`config.mk`:
```
export PLATFORM = sky130hd
export DESIGN_NAME = wpb_mul
export DESIGN_NICKNAME = d
export VERILOG_FILES = /design/src/rtl/wpb_pkg.sv /design/src/rtl/wpb_mul.sv
export SDC_FILE = /design/constraint.sdc
export NUM_CORES = 2
export LEC_CHECK = 0
export BUFFER_PORTS_ARGS = -buffer_cell sky130_fd_sc_hd__clkbuf_2
export CAP_MARGIN = 20
export CORE_AREA = 2 2 299 213
export DETAILED_ROUTE_END_ITERATION = 10
export DIE_AREA = 0 0 301 215
export GPL_TIMING_DRIVEN = 0
export PLACE_DENSITY = 0.8
export SLEW_MARGIN = 5
export SYNTH_ARGS = -nofsm -noshare
export SYNTH_HDL_FRONTEND = slang
export SYNTH_SLANG_ARGS = --single-unit
```
`constraint.sdc`:
```
create_clock -name clock -period 23 [get_ports clock]
set_input_delay 4.6 -clock clock [delete_from_list [all_inputs] [get_ports clock]]
set_output_delay 4.6 -clock clock [all_outputs]
set_load 0.03 [all_outputs]
```
`src/rtl/wpb_pkg.sv`:
```
// ---------------------------------------------------------------------------
// W' balance tracker package
// Shared widths, fixed-point constants and the reciprocal table used by the
// series stage of the exponential.
// ---------------------------------------------------------------------------
package wpb_pkg;

   localparam int TIME_W  = 32;
   localparam int POWER_W = 12;
   localparam int WORK_W  = 40;
   localparam int MUL_W   = 33;
   localparam int PROD_W  = 2 * MUL_W;
   localparam int DIV_N_W = 61;
   localparam int DIV_D_W = 26;
   localparam int CNT_W   = 6;

   localparam logic [POWER_W-1:0] CP_RESET      = 12'd250;
   localparam logic [WORK_W-1:0]  WORK_MAX      = 40'hFF_FFFF_FFFF;
   localparam logic [MUL_W-1:0]   Q32_ONE       = 33'h1_0000_0000;
   localparam logic [MUL_W-1:0]   EXP_NEG_ONE   = 33'd1580030169;
   localparam logic [DIV_D_W-1:0] TAU_OFFSET    = 26'd20709376;
   localparam logic [MUL_W-1:0]   TAU_SCALE     = 33'd546;
   // ceil(2^35 / 100): product >> 35 gives the exact quotient below 2^30
   localparam logic [MUL_W-1:0]   RECIP_100     = 33'd343597384;
   localparam logic [4:0]         SERIES_LAST   = 5'd16;
   localparam logic [4:0]         INT_PART_MAX  = 5'd23;

   // floor(2^32 / k) for the series divide-by-k steps
   function automatic logic [MUL_W-1:0] recip(input logic [4:0] k);
      logic [MUL_W-1:0] r;
      case (k)
         5'd1:    r = 33'd4294967296;
         5'd2:    r = 33'd2147483648;
         5'd3:    r = 33'd1431655765;
         5'd4:    r = 33'd1073741824;
         5'd5:    r = 33'd858993459;
         5'd6:    r = 33'd715827882;
         5'd7:    r = 33'd613566756;
         5'd8:    r = 33'd536870912;
         5'd9:    r = 33'd477218588;
         5'd10:   r = 33'd429496729;
         5'd11:   r = 33'd390451572;
         5'd12:   r = 33'd357913941;
         5'd13:   r = 33'd330382099;
         5'd14:   r = 33'd306783378;
         5'd15:   r = 33'd286331153;
         5'd16:   r = 33'd268435456;
         default: r = 33'd0;
      endcase
      return r;
   endfunction

endpackage

```
`src/rtl/wpb_mul.sv`:
```
// ---------------------------------------------------------------------------
// W' balance shared multiplier
// Unsigned 33 x 33 multiply with a registered product.
// ---------------------------------------------------------------------------
module wpb_mul (
   input  logic                        clock,
   input  logic [wpb_pkg::MUL_W-1:0]   op_a,
   input  logic [wpb_pkg::MUL_W-1:0]   op_b,
   output logic [wpb_pkg::PROD_W-1:0]  prod
);

   logic [wpb_pkg::PROD_W-1:0] prod_ff;
   logic [wpb_pkg::PROD_W-1:0] prod_in;

   assign prod_in = wpb_pkg::PROD_W'(op_a) * wpb_pkg::PROD_W'(op_b);
   assign prod    = prod_ff;

   always_ff @(posedge clock) begin
      prod_ff <= prod_in;
   end

endmodule

```
; Word level (Yosys, flattened, before mapping)
; Index checks and enable logic that the tools add are counted.
[word_totals]
regBits = 66
input_bits = 67
[op_classes]
n_mul = 1
[ops]
columns = operator, n
row1 = $mul 33x33->66, 1

; Depth between registers and ports, before layout
[depth]
word_depth = 1
ltp_mapped = 30
mapped_depth_nobuf = 28

; Least setup slack after synthesis
; OpenSTA, ideal clock, no wires.
[synth_timing]
kind = input to register
start = in op_a[26] (netlist name)
end = reg prod_ff, in the netlist prod[64]
t_arrival_ns = 11.463
required_ns = 22.928
setup_slack_ns = 11.466
path_stages = 28
cell_sequence = clkbuf_1 and2_1 fa_1 inv_1 fa_1 inv_1 fa_1 inv_1 fa_1 inv_1 fa_1 fa_1 fa_1 inv_1 fa_1 inv_1 ha_1 buf_2 nand4_1 or2_0 or3_1 o32a_1 a21oi_2 a21oi_2 o41ai_2 o221ai_2 o21ai_2 xor2_1
[synth_between]
elab_chain_len = 1
[synth_lines]
columns = item, line
row1 = start: declaration, wpb_mul.sv:7  ; input logic [wpb_pkg::MUL_W-1:0] op_a,
row2 = $mul 33x33->66, wpb_mul.sv:15  ; assign prod_in = wpb_pkg::PROD_W'(op_a) * wpb_pkg::PROD_W'(op_b);
row3 = named net prod_in (one bit), wpb_mul.sv:13  ; logic [wpb_pkg::PROD_W-1:0] prod_in;
row4 = end signal: assignment, wpb_mul.sv:19  ; prod_ff <= prod_in;
row5 = end: declaration, wpb_mul.sv:12  ; logic [wpb_pkg::PROD_W-1:0] prod_ff;
; The timed path passes the listed nets, and every way through them passes these cells.

; Worst setup path in the final report
[layout_timing]
start = in op_a[14] (netlist name)
end = reg prod_ff, in the netlist prod[63]
; The elaborated chain is that of the path after synthesis.

==> results.py <==
metrics = {
    "status": {
        "status": "complete, no violations",
    },
    "drt": {
        "drtAntennaViolNets": 0,
        "first_iter_violations": 3543,
        "wl_mm": 134.4,
        "viasPerCell": 5.844,
        "wl_per_cell_microns": 26.53,
        "vias": 29610,
        "drt_first_pass_iters": 8,
        "drc": 0,
    },
    "placed_design": {
        "routabilityCongestion": 1.102,
        "place_hpwl_mm": 114.2,
        "dpl_cell_area_sq_um": 38460,
        "io_buffers": 132,
    },
    "synth": {
        "synthArstFlopShare_pct": 0,
        "synthAdderAreaFrac_pct": 61.19,
        "synth_top_family_by_area": "adder cells",
        "synth_compound_area_share_pct": 3.560,
        "synthSimpleGateAreaFrac_pct": 17.06,
        "synth_xor_area_share_pct": 1.501,
        "synthCells": 4077,
        "synth-main-ff-cell": "dfxtp_1",
        "synth-edff-count": 0,
        "ys_types": 58,
        "syn_nets": 5367,
        "yosysSeqAreaShare_pct": 3.594,
        "mappedNetlistArea_sq_um": 36760,
        "avgSynthCellArea_sq_um": 9.017,
        "ys_seq_elements": 66,
        "ys_warn_count": 0,
        "synth_mux_area_share_pct": 0,
    },
    "final_layout": {
        "layout.nets": 5514,
        "syn2layout_area_growth_pct": 5.694,
        "fin_area_sq_um": 38860,
        "drive_gt1_share_pct": 4.138,
        "largest_reg_flops": 66,
        "fillerInstances": 5334,
    },
    "floorplan": {
        "dieWidth_microns": 301,
        "die_area_sq_um": 64720,
        "start_util_pct": 59.16,
        "fp.coreArea_sq_um": 62140,
        "row_count": 77,
        "die_h_microns": 215,
        "io_pins": 133,
    },
    "global_route": {
        "grt_pass1_vias": 30550,
        "grt_overflow_total": 0,
        "grt.met1_usage_pct": 59.53,
        "grt_max_degree": 14,
        "top_usage_layer": "met1",
        "gr-usage-all-layers_pct": 43.44,
        "gr-usage-met2_pct": 53.21,
        "use_met3_pct": 29.17,
        "antenna_found_initial": 13,
        "grt_first_pass_wirelength_mm": 200.6,
    },
    "worst_setup_path": {
        "crit_type": "primary input to flop",
        "critPathArrivalTime_ps": 13910,
        "worst_setup_path_start_kind": "primary input",
        "required_ps": 23240,
        "crit_path_end_kind": "flop",
        "cp_max_fo": 10,
    },
    "cts": {
        "cts_setup_buffers": 0,
        "cts_tree": "yes",
        "postCtsHoldBufs": 0,
        "cts_buffers": 9,
        "path_clk_slew_ps": 60,
        "cts_max_level": 3,
        "clock_sinks": 66,
        "post_cts_resize_count": 0,
        "clockRootBuffer": "clkbuf_16",
        "cts_buffer_depth": 2,
    },
    "timing": {
        "max_freq_mhz": 73.15,
        "final_hold_viol_count": 0,
        "slew_headroom_pct": 14.07,
        "finalSetupTns_ps": 0,
        "rsz0062_at_grt": "no",
        "finalMaxSlewViolations": 0,
        "worstMarginPinSlew_ps": 1289,
        "finalCritPeriodShare_pct": 59.43,
        "fin_crit_ps": 13670,
        "setup_viol": 0,
    },
    "flow_run": {
        "cap_violations": 0,
    },
    "worst_hold_path": {
        "hold_class": "primary input to flop",
    },
}
-- critical path, stage by stage --
cell,delay (ps)
clkbuf_2,360
clkbuf_1,670
and2_1,300
fa_1,190
inv_1,50
fa_1,490
inv_1,50
fa_1,690
inv_1,120
fa_1,550
inv_1,50
fa_1,490
fa_1,510
fa_1,740
inv_1,100
fa_1,540
inv_1,60
ha_1,270
clkbuf_1,270
nand4_1,240
or4_1,540
a31oi_1,310
o21ai_1,210
a21oi_1,630
a211oi_1,180
a21oi_1,330
a21o_1,230
a41oi_1,120
-- metal layers --
layer	part of all wire, %	wire, microns
met3	22	28970
met2	36	48820
met5	0.35	475
met1	38	50440
met4	4.3	5715
-- cells in the final DEF, fill, tap and decap left out, types with 9 or more instances in the layout --
master     synthesis  layout
o21ai_1           10      10
dfxtp_1           66      66
nor3_1            10      10
nor2_1            29      29
inv_1           1048    1048
o21ai_0           27      27
o21bai_1          14      14
and2_1           574     574
nor2b_1           11      11
nand3_1           13      13
ha_1             265     265
fa_1             958     958
nand4_1           19      19
clkbuf_1         212     212
a21o_1            27      27
a21oi_1           80      80
xnor2_1           40      40
clkbuf_16          0       9
nand2_1          569     569
clkbuf_2           2     134
xor2_1            23      23
-- Yosys cell counts, drive strengths merged (23+ instances only) --
cell,n,area share [%]
xnor2,40,0.95
ha,265,9.0
inv,1048,11
clkbuf,214,2.2
nand2,569,5.8
a21o,28,0.58
fa,958,52
and2,574,9.8
a21oi,83,1.2
dfxtp,66,3.6
nor2,29,0.30
xor2,23,0.55
o21ai,38,0.53
-- path summary, 6_finish.rpt --
check,startpoint,endpoint,slack (ps),cells past startpoint
max,op_a[14],prod[63],9330,28
min,op_b[0],prod[0],4580,2
-- layout make-up --
cell class              instances  area (sq um)  share of cell area [%]
multi-input cells            2739         30630                   78.82
inverters                    1048          3934                   10.12
flip-flops and latches         66          1321                   3.400
well taps                     829          1037                   2.669
plain buffers                 224         882.1                   2.270
repair buffers                136         709.4                   1.826
clock buffers                   9         225.2                  0.5796
clock inverters                 7         101.3                  0.2608
diodes                          8         20.02                 0.05152
-- stage by stage --
stage / setup WS, ps / hold WS (ps) / cells / util [%]
3_5_place_dp: 9408 / 4941 / 5038 / 61.89
3_3_place_gp: 9431 / 4925 / 5038 / 61.89
2_1_floorplan: 11470 / 4727 / 4077 / -
4_1_cts: 9726 / 4552 / 5054 / 62.42
5_1_grt: 9219 / 4574 / 5061 / 62.51
6_report: 9330 / 4579 / 5066 / 62.53
-- kinds of logic after synthesis --
group	Yosys count
buffers and inverters	1272
and+or+nand+nor	1245
adders and majority gates	1223
AOI/OAI and AO/OA	208
DFF	66
xor gates and xnor gates	63
Power is left out: the tool's default activity adds up to more than one toggle a clock period on the data nets, which glitch-free logic cannot reach.
