[src/rtl/wpb_pkg.sv]
// ---------------------------------------------------------------------------
// W' balance tracker package
// Shared widths, fixed-point constants and the reciprocal table used by the
// series stage of the exponential.
// ---------------------------------------------------------------------------
package wpb_pkg;

   localparam int TIME_W  = 32;
   localparam int POWER_W = 12;
   localparam int WORK_W  = 40;
   localparam int MUL_W   = 33;
   localparam int PROD_W  = 2 * MUL_W;
   localparam int DIV_N_W = 61;
   localparam int DIV_D_W = 26;
   localparam int CNT_W   = 6;

   localparam logic [POWER_W-1:0] CP_RESET      = 12'd250;
   localparam logic [WORK_W-1:0]  WORK_MAX      = 40'hFF_FFFF_FFFF;
   localparam logic [MUL_W-1:0]   Q32_ONE       = 33'h1_0000_0000;
   localparam logic [MUL_W-1:0]   EXP_NEG_ONE   = 33'd1580030169;
   localparam logic [DIV_D_W-1:0] TAU_OFFSET    = 26'd20709376;
   localparam logic [MUL_W-1:0]   TAU_SCALE     = 33'd546;
   // ceil(2^35 / 100): product >> 35 gives the exact quotient below 2^30
   localparam logic [MUL_W-1:0]   RECIP_100     = 33'd343597384;
   localparam logic [4:0]         SERIES_LAST   = 5'd16;
   localparam logic [4:0]         INT_PART_MAX  = 5'd23;

   // floor(2^32 / k) for the series divide-by-k steps
   function automatic logic [MUL_W-1:0] recip(input logic [4:0] k);
      logic [MUL_W-1:0] r;
      case (k)
         5'd1:    r = 33'd4294967296;
         5'd2:    r = 33'd2147483648;
         5'd3:    r = 33'd1431655765;
         5'd4:    r = 33'd1073741824;
         5'd5:    r = 33'd858993459;
         5'd6:    r = 33'd715827882;
         5'd7:    r = 33'd613566756;
         5'd8:    r = 33'd536870912;
         5'd9:    r = 33'd477218588;
         5'd10:   r = 33'd429496729;
         5'd11:   r = 33'd390451572;
         5'd12:   r = 33'd357913941;
         5'd13:   r = 33'd330382099;
         5'd14:   r = 33'd306783378;
         5'd15:   r = 33'd286331153;
         5'd16:   r = 33'd268435456;
         default: r = 33'd0;
      endcase
      return r;
   endfunction

endpackage

[src/rtl/wpb_div.sv]
// ---------------------------------------------------------------------------
// W' balance shared divider
// Restoring divider, one quotient bit per cycle, 61-bit dividend.
// ---------------------------------------------------------------------------
module wpb_div (
   input  logic                         clock,
   input  logic                         reset,
   input  logic                         start,
   input  logic [wpb_pkg::DIV_N_W-1:0]  num,
   input  logic [wpb_pkg::DIV_D_W-1:0]  den,
   output logic                         done,
   output logic [wpb_pkg::DIV_N_W-1:0]  quo
);

   logic                        busy_ff;
   logic                        done_ff;
   logic [wpb_pkg::CNT_W-1:0]   cnt_ff;
   logic [wpb_pkg::DIV_N_W-1:0] nq_ff;
   logic [wpb_pkg::DIV_D_W-1:0] rem_ff;
   logic [wpb_pkg::DIV_D_W-1:0] den_ff;
   logic [wpb_pkg::DIV_D_W:0]   rem_sh;
   logic [wpb_pkg::DIV_D_W:0]   rem_sub;
   logic                        q_bit;

   assign rem_sh  = {rem_ff, nq_ff[wpb_pkg::DIV_N_W-1]};
   assign q_bit   = rem_sh >= {1'b0, den_ff};
   assign rem_sub = rem_sh - {1'b0, den_ff};
   assign done    = done_ff;
   assign quo     = nq_ff;

   always_ff @(posedge clock) begin
      if (reset) begin
         busy_ff <= 1'b0;
         done_ff <= 1'b0;
         cnt_ff  <= '0;
      end else begin
         done_ff <= 1'b0;
         if (start) begin
            busy_ff <= 1'b1;
            cnt_ff  <= '0;
            nq_ff   <= num;
            den_ff  <= den;
            rem_ff  <= '0;
         end else if (busy_ff) begin
            rem_ff <= q_bit ? rem_sub[wpb_pkg::DIV_D_W-1:0] : rem_sh[wpb_pkg::DIV_D_W-1:0];
            nq_ff  <= {nq_ff[wpb_pkg::DIV_N_W-2:0], q_bit};
            cnt_ff <= cnt_ff + 1'b1;
            if (cnt_ff == wpb_pkg::CNT_W'(wpb_pkg::DIV_N_W - 1)) begin
               busy_ff <= 1'b0;
               done_ff <= 1'b1;
            end
         end
      end
   end

endmodule

[config.mk]
export PLATFORM = sky130hd
export DESIGN_NAME = wpb_div
export DESIGN_NICKNAME = d
export VERILOG_FILES = /design/src/rtl/wpb_pkg.sv /design/src/rtl/wpb_div.sv
export SDC_FILE = /design/constraint.sdc
export NUM_CORES = 1
export LEC_CHECK = 0
export BUFFER_PORTS_ARGS = -buffer_cell sky130_fd_sc_hd__clkbuf_2
export CORE_ASPECT_RATIO = 0.9
export CORE_MARGIN = 3
export CORE_UTILIZATION = 45
export CTS_CLUSTER_DIAMETER = 80
export CTS_CLUSTER_SIZE = 14
export DETAILED_ROUTE_END_ITERATION = 7
export MAX_ROUTING_LAYER = met4
export PLACE_DENSITY = 0.69
export SLEW_MARGIN = 20
export SYNTH_ARGS = -nofsm -noshare
export SYNTH_HDL_FRONTEND = slang
export SYNTH_SLANG_ARGS = --single-unit
[constraint.sdc]
create_clock -name clock -period 6.5 [get_ports clock]
set_input_delay 0.975 -clock clock [delete_from_list [all_inputs] [get_ports clock]]
set_output_delay 0.975 -clock clock [all_outputs]
set_load 0.02 [all_outputs]
## Yosys cells after proc, flatten, opt, wreduce, memory -nomap -nowiden

Cells that the tools add are included.

| word-level totals | value |
|---|---|
| bits in registers | 121 |
| output and inout bits | 62 |
| logic and storage cells | 25 |

| cells by class | value |
|---|---|
| add/sub/neg operators | 2 |
| magnitude comparators | 1 |
| equality and inequality tests | 1 |
| multiplexer cells | 8 |
| bitwise logic cells | 2 |
| reductions and logical operators | 5 |

Operators with widths:

| kind | count |
|---|---|
| two-way mux 61 bit | 2 |
| two-way mux 26 bit | 2 |
| greater-or-equal comparator 27 x 26 -> 1 bit | 1 |
| subtractor 26 bit | 1 |
| adder 6 x 1 -> 6 bit, second input constant | 1 |
| == test 6 bit, second input constant | 1 |
| two-way mux 1 bit | 4 |
| AND reduction 2 bit | 2 |
| OR reduction 3 bit | 1 |
| inverter 1 bit | 2 |
| nonzero test 2 bit | 1 |
| OR reduction 2 bit | 1 |

## Logic depth before layout (Yosys ltp)

Gate-level depths: netlist of the first run.

| logic depth | value |
|---|---|
| depth after elaboration | 4 |
| gate-level depth with buffers | 12 |
| mapped depth without buffers | 11 |

## Worst setup path after synthesis of the first run

OpenSTA, ideal clock, no wires.

| timing path | value |
|---|---|
| kind | input port to flip-flop |
| start point | input start |
| end point | register nq_ff, in the netlist quo[0] (enable) |
| setup time | 0.564 ns |
| data arrival time | 5.502 ns |
| data required time | 5.936 ns |
| path slack | 0.434 ns |
| cell stages on the path | 3 |
| path buffers | 1 |
| path through | clkbuf_1 -> inv_1 -> a21oi_1 |

| on the way | value |
|---|---|
| longest elaborated chain between the ends | 2 |

Ends and longest elaborated chain:

| what | line | source |
|---|---|---|
| start: declaration | wpb_div.sv:8 | `input logic start,` |
| nonzero test 2 bit (no line) | n/a |  |
| AND reduction 2 bit (no line) | n/a |  |
| end signal: assignment | wpb_div.sv:41 | `nq_ff <= num;` |
| end signal: assignment | wpb_div.sv:46 | `nq_ff <= {nq_ff[wpb_pkg::DIV_N_W-2:0], q_bit};` |
| end: declaration | wpb_div.sv:18 | `logic [wpb_pkg::DIV_N_W-1:0] nq_ff;` |

No other way between the ends.
A chain may end at the register's enable or synchronous reset.

## Worst setup path after layout of the first run

| timing path | value |
|---|---|
| start point | input start |
| end point | register rem_ff[20] (netlist name) (enable) |

| on the way | value |
|---|---|
| longest elaborated chain between the ends | 2 |

Ends and longest elaborated chain:

| what | line | source |
|---|---|---|
| nonzero test 2 bit (no line) | n/a |  |
| AND reduction 2 bit (no line) | n/a |  |
| end signal: assignment | wpb_div.sv:45 | `rem_ff <= q_bit ? rem_sub[wpb_pkg::DIV_D_W-1:0] : rem_sh[wpb_pkg::DIV_D_W-1:0];` |
| end: declaration | wpb_div.sv:19 | `logic [wpb_pkg::DIV_D_W-1:0] rem_ff;` |

No other way between the ends.

==> summary.txt, run 1 <==
Final layout
  – Non-filler cells, final: approximately 850
  – Share of layout cells above drive strength 1: between 30 and 40%
  – Area Overhead vs Synth: 24.2%
  – ANT cells: 0
  – Final instance area: around 8000 sq um
  – NumNets Final: between 700 and 800

Synthesis
  – Post-synth EDFFs: 113
  – Top cells by area, synth: edfxtp_1 (54%), mux2_2 (11%), ha_1 (5.5%), a21oi_1 (2.5%), dfxtp_1 (2.5%)
  – Yosys reg bits: 121
  – Top_reg_cell synth: edfxtp_1
  – Biggest area consumer among synthesized cells: edfxtp_1
  – Syn_area_per_cell: approximately 13 sq um
  – Synth warn: 0
  – Mapped Cells: 500
  – Top-count cell post-synth: edfxtp_1
  – Yosys cell types: slightly below 60
  – Synth async-reset ratio: 0%
  – Sequential area share after synthesis: 56.2%
  – Mapped Area: approximately 6300 sq um
  – Syn_nets: a little over 600
  – Post-synth top cells: edfxtp_1 (113), mux2_2 (60), inv_1 (37), nor2_1 (33), a21oi_1 (32)
  – Share of the synthesized area in the top cell type: 53.7%

Place
  – Input/output buffers: 151
  – Pre-CTS WS: between 2 and 3 ns
  – Placed cell count: about 800
  – GPL Wtd Cong: 0.842
  – Post-DP HPWL: slightly below 10000 microns
  – Post-DP Area: a little over 7000 sq um

Floorplan
  – Initial Utilization: between 40% and 50%
  – Die Y-Extent: around 120 microns
  – I/O Pins: approximately 150
  – Standard-cell rows: 40
  – Die width: 131 microns
  – Core Area: about 14000 sq um
  – Die Area: 15500 sq um

Global route
  – Initial antenna violation count: 0
  – First-pass GRT wire length: 22600 microns
  – GR Util All Layers: 19.3%
  – Remaining Overflow, GRT: 0
  – Largest net degree at the start of global routing: between 80 and 90
  – Number of global-route vias before repair: roughly 4500

Route
  – DRC viols: 0
  – DRT Wirelength: 13900 microns
  – Per-cell routed wire length: 16.3 microns
  – Drt pass-1 iters: 5
  – Detail Route Antenna Nets: 0
  – Via/cell ratio: just over 5
  – Vias: ~4400
  – Starting DRT DRC Count: about 240

STA
  – Final worst-path cycle share: 53.1%
  – Final Hold Violating Endpoints: 0
  – Worst-margin pin slew: 1.05 ns
  – Slew HR: about 30%
  – Min Tclk post-route: 3.45 ns
  – Slew Viols, Final: 0
  – Final setup TNS: 0 ns
  – Setup Viol. Count Final: 0
  – Setup slack after layout: 3.05 ns
  – Fmax: 290 MHz
  – Unrepaired setup endpoints after global routing: false
  – Max Clock Skew: roughly 0.017 ns

Clocking
  – Clock Tree Root: clkbuf_16
  – Clk_lat worst skew: between 0.4 and 0.5 ns
  – # clock sinks: between 100 and 150
  – # hold bufs at CTS: 0
  – Clock-pin slew on the worst setup and hold paths: roughly 0.050 ns
  – Setup repair bufs after CTS: 0
  – Htree depth: 4
  – Cts repair resizes: 0
  – Worst-case clock buffer depth: 2
  – CTS Buf Count: 17
  – CTS tree: yes

Power
  – Lkg Pwr: 0.00328 uW
  – Maximum VDD drop: around 0.00020 V
  – PwrDens: 302 nW/um^2

Setup path
  – Critical path type: in -> reg
  – Critical path arrival: roughly 3.5 ns
  – Maximum fanout along the worst path: 87
  – Startpoint types: input pin
  – Worst Setup End Kind: register
  – Worst EP required: 6.55 ns

Flow run
  – Max Cap Violations: 0

Hold path
  – Type of the worst min-delay path: reg -> reg

Status
  – Status: finished, final reports clean
[layout make-up]
cell class | count | area, sq um
Clock inverter | 13 | 179
Fill cell | 1146 | 5710
Clock buffer | 18 | 429
Sequential cell | 121 | 3550
Timing Repair Buffer | 154 | 781
Multi-Input combinational cell | 321 | 2530
Tap cell | 189 | 236
Inverter | 37 | 139
[layout by cell type, fill, tap and decap left out, drive strengths merged, types with 3 or more instances in the layout]
cell type,netlist,layout
clkinvlp,0,4
a311oi,3,3
nand3,10,10
clkinv,0,5
nor2,33,33
mux2i,16,16
a21boi,3,3
nor2b,5,5
xor2,15,15
a31oi,4,4
a211oi,7,7
bufinv,0,4
o21ai,15,15
xnor2,8,8
nor4,3,3
dfxtp,8,8
nand4,8,8
buf,11,4
ha,28,28
clkbuf,10,168
nor3,3,3
inv,37,37
a21oi,34,34
edfxtp,113,113
nand2,29,29
mux2,60,60
and2,4,4
a22o,4,4
or2,3,3
[kinds of logic after synthesis]
logic type / share of synthesized area [%]
flops: 56.2
mux: 13.2
simple gates: 8.47
fa+ha+maj: 5.86
buf+inv: 3.92
xor+xnor: 3.19
compound gates: 9.14
[per-stage QoR]
step | total power (uW) | utilization, % | hold WS, ns
final | 2370 | 57.9 | 0.507
after global routing | 2490 | 57.9 | 0.549
after CTS | 2400 | 57.9 | 0.513
after detailed placement | 1420 | 53.4 | 0.506
after global placement | 1410 | 53.4 | 0.469
after floorplan | 1310 | - | 0.458
[per-layer routing]
layer | vias up | GRT usage (%) | routed length (microns)
met1 | 2072 | 25.0 | 6290
met4 | 0 | 6.04 | 161
met5 | - | - | 0
met2 | 150 | 28.0 | 6400
li1 | 2169 | - | -
met3 | 15 | 7.55 | 1070
[registers in the layout, summed over array words and instances (netlist names)]
signal,count
den_ff,26
rem_ff,26
done,1
busy_ff,1
cnt_ff,6
quo,61
[worst paths after layout]
path / cells after the start / startpoint / slack (ns) / end
min: 2 / cnt_ff[5] / 0.51 / cnt_ff[5]
max reg2reg: 8 / rem_ff[19] / 3.44 / rem_ff[22]
min reg2reg: 2 / cnt_ff[5] / 0.51 / cnt_ff[5]
max: 4 / start / 3.05 / rem_ff[20]
[report_power, final]
group	internal (uW)	switching (uW)
Combinational	189	260
Sequential	929	29.2
Clock	635	330
[worst max-delay path, cell delays in order]
cell	delay (ns)
buf_4	0.74
inv_1	0.29
a21oi_4	0.90
buf_4	0.55
No activity file was read; power rests on OpenSTA's default activity.
==> inputs of run 2 (changes only) <==
--- a/config.mk
+++ b/config.mk
@@ -13,7 +13,7 @@
 export CTS_CLUSTER_SIZE = 14
 export DETAILED_ROUTE_END_ITERATION = 7
 export MAX_ROUTING_LAYER = met4
-export PLACE_DENSITY = 0.69
+export PLACE_DENSITY = 0.72
 export SLEW_MARGIN = 20
 export SYNTH_ARGS = -nofsm -noshare
 export SYNTH_HDL_FRONTEND = slang
==> constraint.sdc (replaced) <==
create_clock -name clock -period 2.8 [get_ports clock]
set_input_delay 0.42 -clock clock [delete_from_list [all_inputs] [get_ports clock]]
set_output_delay 0.42 -clock clock [all_outputs]
set_load 0.02 [all_outputs]
==> run 2 against run 1 <==
Design area grew 1.2%. Power up 130%. Critical path depth up 5. Routed wire length up 1.7%. Non-clock buffer count rose by 12. Die area stayed put. Cell count grew 1.5%. Sequential share of layout area shrank 0.54 points. Via count increased by 3.0%. Critical endpoint is now rem_ff[1].
==> summary.txt, run 2 (synthesis gave the netlist of run 1 again) <==
Status
  – Status: finished, final reports clean

STA
  – Final Hold Violating Endpoints: 0
  – Min Tclk post-route: roughly 2.7 ns
  – Worst-margin pin slew: ~0.55 ns
  – Slew Viols, Final: 0
  – Setup Viol. Count Final: 0
  – Final worst-path cycle share: 95.6%
  – Fmax: 373 MHz
  – Unrepaired setup endpoints after global routing: true
  – Max Clock Skew: ~0.018 ns
  – Slew HR: roughly 64%

Final layout
  – Post-layout utilization of the core: approximately three fifths
  – Filler cell count in the final layout: 1116
  – Area Overhead vs Synth: 25.7%
  – NumNets Final: between 700 and 800
  – Share of layout cells above drive strength 1: about two fifths
  – Most frequent cells in the layout: clkbuf_2 (150), edfxtp_1 (113), mux2_2 (60), inv_1 (37), nor2_1 (32)
  – ANT cells: 0
  – Non-filler cells, final: 866
  – Commonest non-fill, non-tap cell in the layout: clkbuf_2
  – Max reg flops: slightly above 60

Setup path
  – Slowest cell on the critical path: edfxtp_1
  – FF-to-FF path depth: 9
  – R2R Setup Slk: 0.12 ns
  – Worst EP required: between 2 and 3 ns
  – Startpoint types: register
  – Worst path max stage delay: just under 0.4 ns
  – Critical path type: reg -> reg
  – Worst reg2reg endpoint: rem_ff[1]
  – Critical path arrival: roughly 2.8 ns
  – Worst Setup End Kind: register
  – Reg2reg start: rem_ff[1]
  – Maximum fanout along the worst path: 7
  – Worst path cell trace: ha_1 > a21oi_1 > a211oi_4 > o211ai_2 > nand3_2 > a31oi_2 > buf_4 > mux2i_1 > nor2_1

Hold path
  – Worst Hold Endpoint: den_ff[17]
  – Type of the worst min-delay path: in -> reg
  – Hold Crit Start: den[17]
  – Worst Hold Depth: 1

Global route
  – GR peak layer: met2
  – First-pass GRT wire length: approximately 23000 microns
  – Remaining Overflow, GRT: 0
  – GR Util All Layers: between 15 and 20%
  – Met2 track demand over resource: between 20% and 30%
  – Initial antenna violation count: 0
  – Number of global-route vias before repair: ~4600
  – Met1 usage: 24.8%
  – Largest net degree at the start of global routing: just under 90
  – Met3 Usage GRT: between 7 and 8%

Floorplan
  – Die Area: between 15000 and 20000 sq um
  – Die width: 131 microns
  – Standard-cell rows: 40
  – Core Area: 13600 sq um
  – Initial Utilization: approximately 47%
  – I/O Pins: 152
  – Die Y-Extent: about 120 microns

Route
  – DRT Wirelength: 14200 microns
  – Drt pass-1 iters: 4
  – Vias: roughly 4500
  – Detail Route Antenna Nets: 0
  – Starting DRT DRC Count: between 200 and 300
  – Via/cell ratio: 5.24
  – Per-cell routed wire length: 16.4 microns
  – DRC viols: 0

Place
  – Input/output buffers: roughly 150
  – Post-DP HPWL: 10200 microns
  – GPL Wtd Cong: 0.842
  – Placed cell count: 832

Power
  – PwrDens: roughly 700 nW/um^2
  – PnR Total Power: around 5400 uW
  – Maximum VDD drop: around 0.00047 V
  – Lkg Pwr: roughly 0.0033 uW

Flow run
  – Max Cap Violations: 0

Clocking
  – Clock Tree Root: clkbuf_16
  – # hold bufs at CTS: 0
  – CTS Buf Count: 17
  – Worst-case clock buffer depth: 2
  – # clock sinks: 121
  – Clock-pin slew on the worst setup and hold paths: 0.06 ns
  – Clk_lat worst skew: roughly 0.42 ns
  – CTS tree: yes
  – Htree depth: 4
-- run 2: cell count changes in the layout (fill, tap and decap cells not counted), sizes merged --
cell | previous run | this run
buf | 4 | 16
inv | 37 | 43
bufinv | 4 | 1
clkinvlp | 4 | 2
-- run 2: area by class of cell --
cell class                      instances  area, sq um  area share (%)
Clock buffer                           18          429            5.40
Clock inverter                         14          138            1.73
Inverter                               37          139            1.75
Multi-Input combinational cell        321         2560            32.3
Sequential cell                       121         3550            44.7
Tap cell                              189          236            2.98
Timing Repair Buffer                  166          887            11.2
-- run 2: repair_timing --
action	4_1_cts	5_1_grt
endpoints found under the hold margin	0	0
setup endpoints to repair	1	22
gates resized for setup	1	11
buffers inserted	0	2
pin swaps	0	4
-- run 2: critical path: cells and delay by family (launching register included) --
kind | cells | cell delay (ns)
buffers and inverters | 1 | 0.22
adders and majority gates | 1 | 0.39
DFF | 1 | 0.39
AOI/OAI and AO/OA | 4 | 0.98
muxes | 1 | 0.22
and+or+nand+nor | 2 | 0.19
-- run 2: worst max-delay path by stage --
stage                     from  slack [ns]         end
floorplan              quo[60]         0.1  rem_ff[24]
global placement       quo[60]        0.09  rem_ff[24]
detailed placement     quo[60]       -0.03  rem_ff[24]
CTS                    quo[60]        0.02  rem_ff[24]
global route        rem_ff[18]       -0.02  rem_ff[24]
finish               rem_ff[1]        0.12   rem_ff[1]
-- run 2: where the power goes --
part / internal [uW] / switching (uW) / leakage, uW
Clock: 1240 / 860 / 0.000273
Sequential: 2160 / 66.9 / 0.00114
Combinational: 477 / 619 / 0.00192
Total: 3870 / 1550 / 0.00334
-- run 2: metrics by stage --
step	TNS (ns)	hold slack, ns	area, sq um	setup slack [ns]
after global routing	-0.0396	0.154	7950	-0.0170
after global placement	0	0.469	7330	0.0893
after CTS	0	0.160	7900	0.0229
after floorplan	0	0.458	6330	0.0980
after detailed placement	-0.0287	0.505	7330	-0.0287
final	0	0.173	7950	0.122
-- run 2: layer usage --
metal  wire (microns)  part of all wire, %
met4              108                 0.76
met5                0                    0
met3             1120                  7.9
met2             6670                   47
met1             6270                   44
==> inputs of run 3 (changes only) <==
--- a/config.mk
+++ b/config.mk
@@ -14,6 +14,7 @@
 export DETAILED_ROUTE_END_ITERATION = 7
 export MAX_ROUTING_LAYER = met4
 export PLACE_DENSITY = 0.72
+export RECOVER_POWER = 50
 export SLEW_MARGIN = 20
 export SYNTH_ARGS = -nofsm -noshare
 export SYNTH_HDL_FRONTEND = slang
==> run 3 against run 2 <==
Power shrank 0.28%. Count of clock-buffer cells in the layout stayed put. Worst hold slack worse by 0.0017 ns. Register-to-register slack is essentially flat. Critical path type unchanged. Sequential share of layout area up 0.51 points. Setup slack better by 0.00065 ns. Critical endpoint unchanged. Routed wire length fell by 0.49%. Critical path depth stayed put. Utilization shrank 0.66 points. Non-clock buffer count unchanged. Combinational power hardly changed. Largest cell class unchanged.
==> summary.txt, run 3 (synthesis gave the netlist of run 1 again) <==
Setup path
  – Startpoint types: register
  – Worst path max stage delay: 0.39 ns
  – Worst Setup End Kind: register
  – Critical path type: reg -> reg
  – Maximum fanout along the worst path: 7
  – Slowest cell on the critical path: edfxtp_1
  – Worst path cell trace: ha_1 > a21oi_1 > a211oi_4 > o211ai_2 > nand3_2 > a31oi_2 > buf_4 > mux2i_1 > nor2_1
  – Critical path arrival: about 2.8 ns
  – Worst EP required: just under 3 ns

Route
  – Detail Route Antenna Nets: 0
  – DRT Wirelength: 14100 microns
  – Per-cell routed wire length: about 16 microns
  – DRC viols: 0
  – Drt pass-1 iters: 5
  – Via/cell ratio: between 5 and 6
  – Starting DRT DRC Count: about 270
  – Vias: between 4000 and 5000

Final layout
  – Share of layout cells above drive strength 1: approximately a third
  – Post-layout utilization of the core: between 50 and 60%
  – ANT cells: 0
  – Commonest non-fill, non-tap cell in the layout: edfxtp_1
  – Most frequent cells in the layout: edfxtp_1 (113), clkbuf_2 (89), clkbuf_1 (65), mux2_2 (60), inv_1 (37)
  – Area Overhead vs Synth: 24.3%
  – Max reg flops: slightly above 60
  – Reg area: 3550 sq um
  – Multi-input gate area: about 2600 sq um
  – Final instance area: between 7000 and 8000 sq um
  – Filler cell count in the final layout: between 1000 and 1500
  – NumNets Final: a little under 800

Hold path
  – Type of the worst min-delay path: in -> reg

STA
  – Unrepaired setup endpoints after global routing: true
  – Setup Viol. Count Final: 0
  – Final Hold Violating Endpoints: 0
  – Fmax: 374 MHz
  – Worst-margin pin slew: 1.04 ns
  – Max Clock Skew: 0.0172 ns
  – Min Tclk post-route: 2.68 ns
  – Slew Viols, Final: 0
  – Slew HR: 30.5%
  – Final worst-path cycle share: about 96%

Clocking
  – # clock sinks: 121
  – Clock-pin slew on the worst setup and hold paths: 0.07 ns
  – Htree depth: 4
  – CTS Buf Count: 17
  – CTS tree: yes
  – Clock Tree Root: clkbuf_16
  – Worst-case clock buffer depth: 2
  – Clk_lat worst skew: around 0.42 ns

Flow run
  – Max Cap Violations: 0

Floorplan
  – Die Y-Extent: 118 microns
  – I/O Pins: 152
  – Core Area: 13600 sq um
  – Die width: 131 microns
  – Initial Utilization: 46.6%
  – Die Area: 15500 sq um
  – Standard-cell rows: 40

Place
  – Input/output buffers: between 150 and 200
  – Post-DP Area: about 7300 sq um
  – Post-DP HPWL: about 10000 microns
  – GPL Wtd Cong: ~0.84

Global route
  – Remaining Overflow, GRT: 0
  – Largest net degree at the start of global routing: just under 90
  – GR Util All Layers: 19.4%
  – Initial antenna violation count: 0
  – First-pass GRT wire length: 23000 microns
  – Number of global-route vias before repair: 4598

Status
  – Status: finished, final reports clean

Power
  – Maximum VDD drop: between 0.0004 and 0.0005 V
  – PnR Total Power: approximately 5400 uW
  – Lkg Pwr: ~0.0031 uW
  – PwrDens: just under 700 nW/um^2
run 3: cell types whose count changed in the layout (fill, tap and decap cells not counted), sizes merged:
| cell | delta |
|---|---|
| buf | -3 |
| clkbuf | +3 |
run 3: layout make-up:
type                            count  area share, %
Multi-Input combinational cell    321           32.6
Inverter                           37           1.77
Clock buffer                       18           5.46
Clock inverter                     14           1.75
Sequential cell                   121           45.2
Timing Repair Buffer              166           10.2
Tap cell                          189           3.01
run 3: final timing paths:
check                               start        end  slack, ns  cells after the start
worst max-delay path            rem_ff[1]  rem_ff[1]       0.12                      9
worst min-delay path               den[3]  den_ff[3]       0.17                      1
worst max register to register  rem_ff[1]  rem_ff[1]       0.12                      9
worst min register to register  cnt_ff[5]  cnt_ff[5]       0.51                      2
run 3: per-layer routing:
metal  global-route usage [%]  wire length [microns]  part of all wire, %
met1                     24.8                   6210                   44
met2                     28.8                   6620                   47
met3                     7.46                   1140                  8.1
met4                     5.27                    129                 0.92
met5                        -                      0                    0
run 3: what timing repair did:
action                                  4_1_cts  5_1_grt
pin swaps                                     0        4
gates resized for setup                       1       11
setup buffers                                 0        2
endpoints found under the hold margin         0        0
hold buffers                                  0        0
endpoints found under the setup margin        1       22
run 3: critical path: cells and delay by family (launching register included):
| family | cells | cell delay [ns] |
|---|---|---|
| simple gates | 2 | 0.19 |
| compound gates | 4 | 0.98 |
| mux | 1 | 0.22 |
| flops | 1 | 0.39 |
| buf+inv | 1 | 0.22 |
| fa+ha+maj | 1 | 0.39 |
run 3: power by group:
group,internal (uW),switching (uW),leakage (uW)
Combinational,463,617,0.00173
Sequential,2160,66.6,0.00114
Clock,1240,861,0.000273
Total,3860,1540,0.00314
run 3: stage by stage:
step / setup TNS, ns / setup slack, ns / hold WS, ns / instances
after global placement: 0 / 0.0893 / 0.469 / 832
final: 0 / 0.123 / 0.171 / 866
after floorplan: 0 / 0.0980 / 0.458 / 500
after detailed placement: -0.0287 / -0.0287 / 0.505 / 832
after CTS: 0 / 0.0229 / 0.160 / 864
after global routing: -0.0396 / -0.0170 / 0.154 / 866
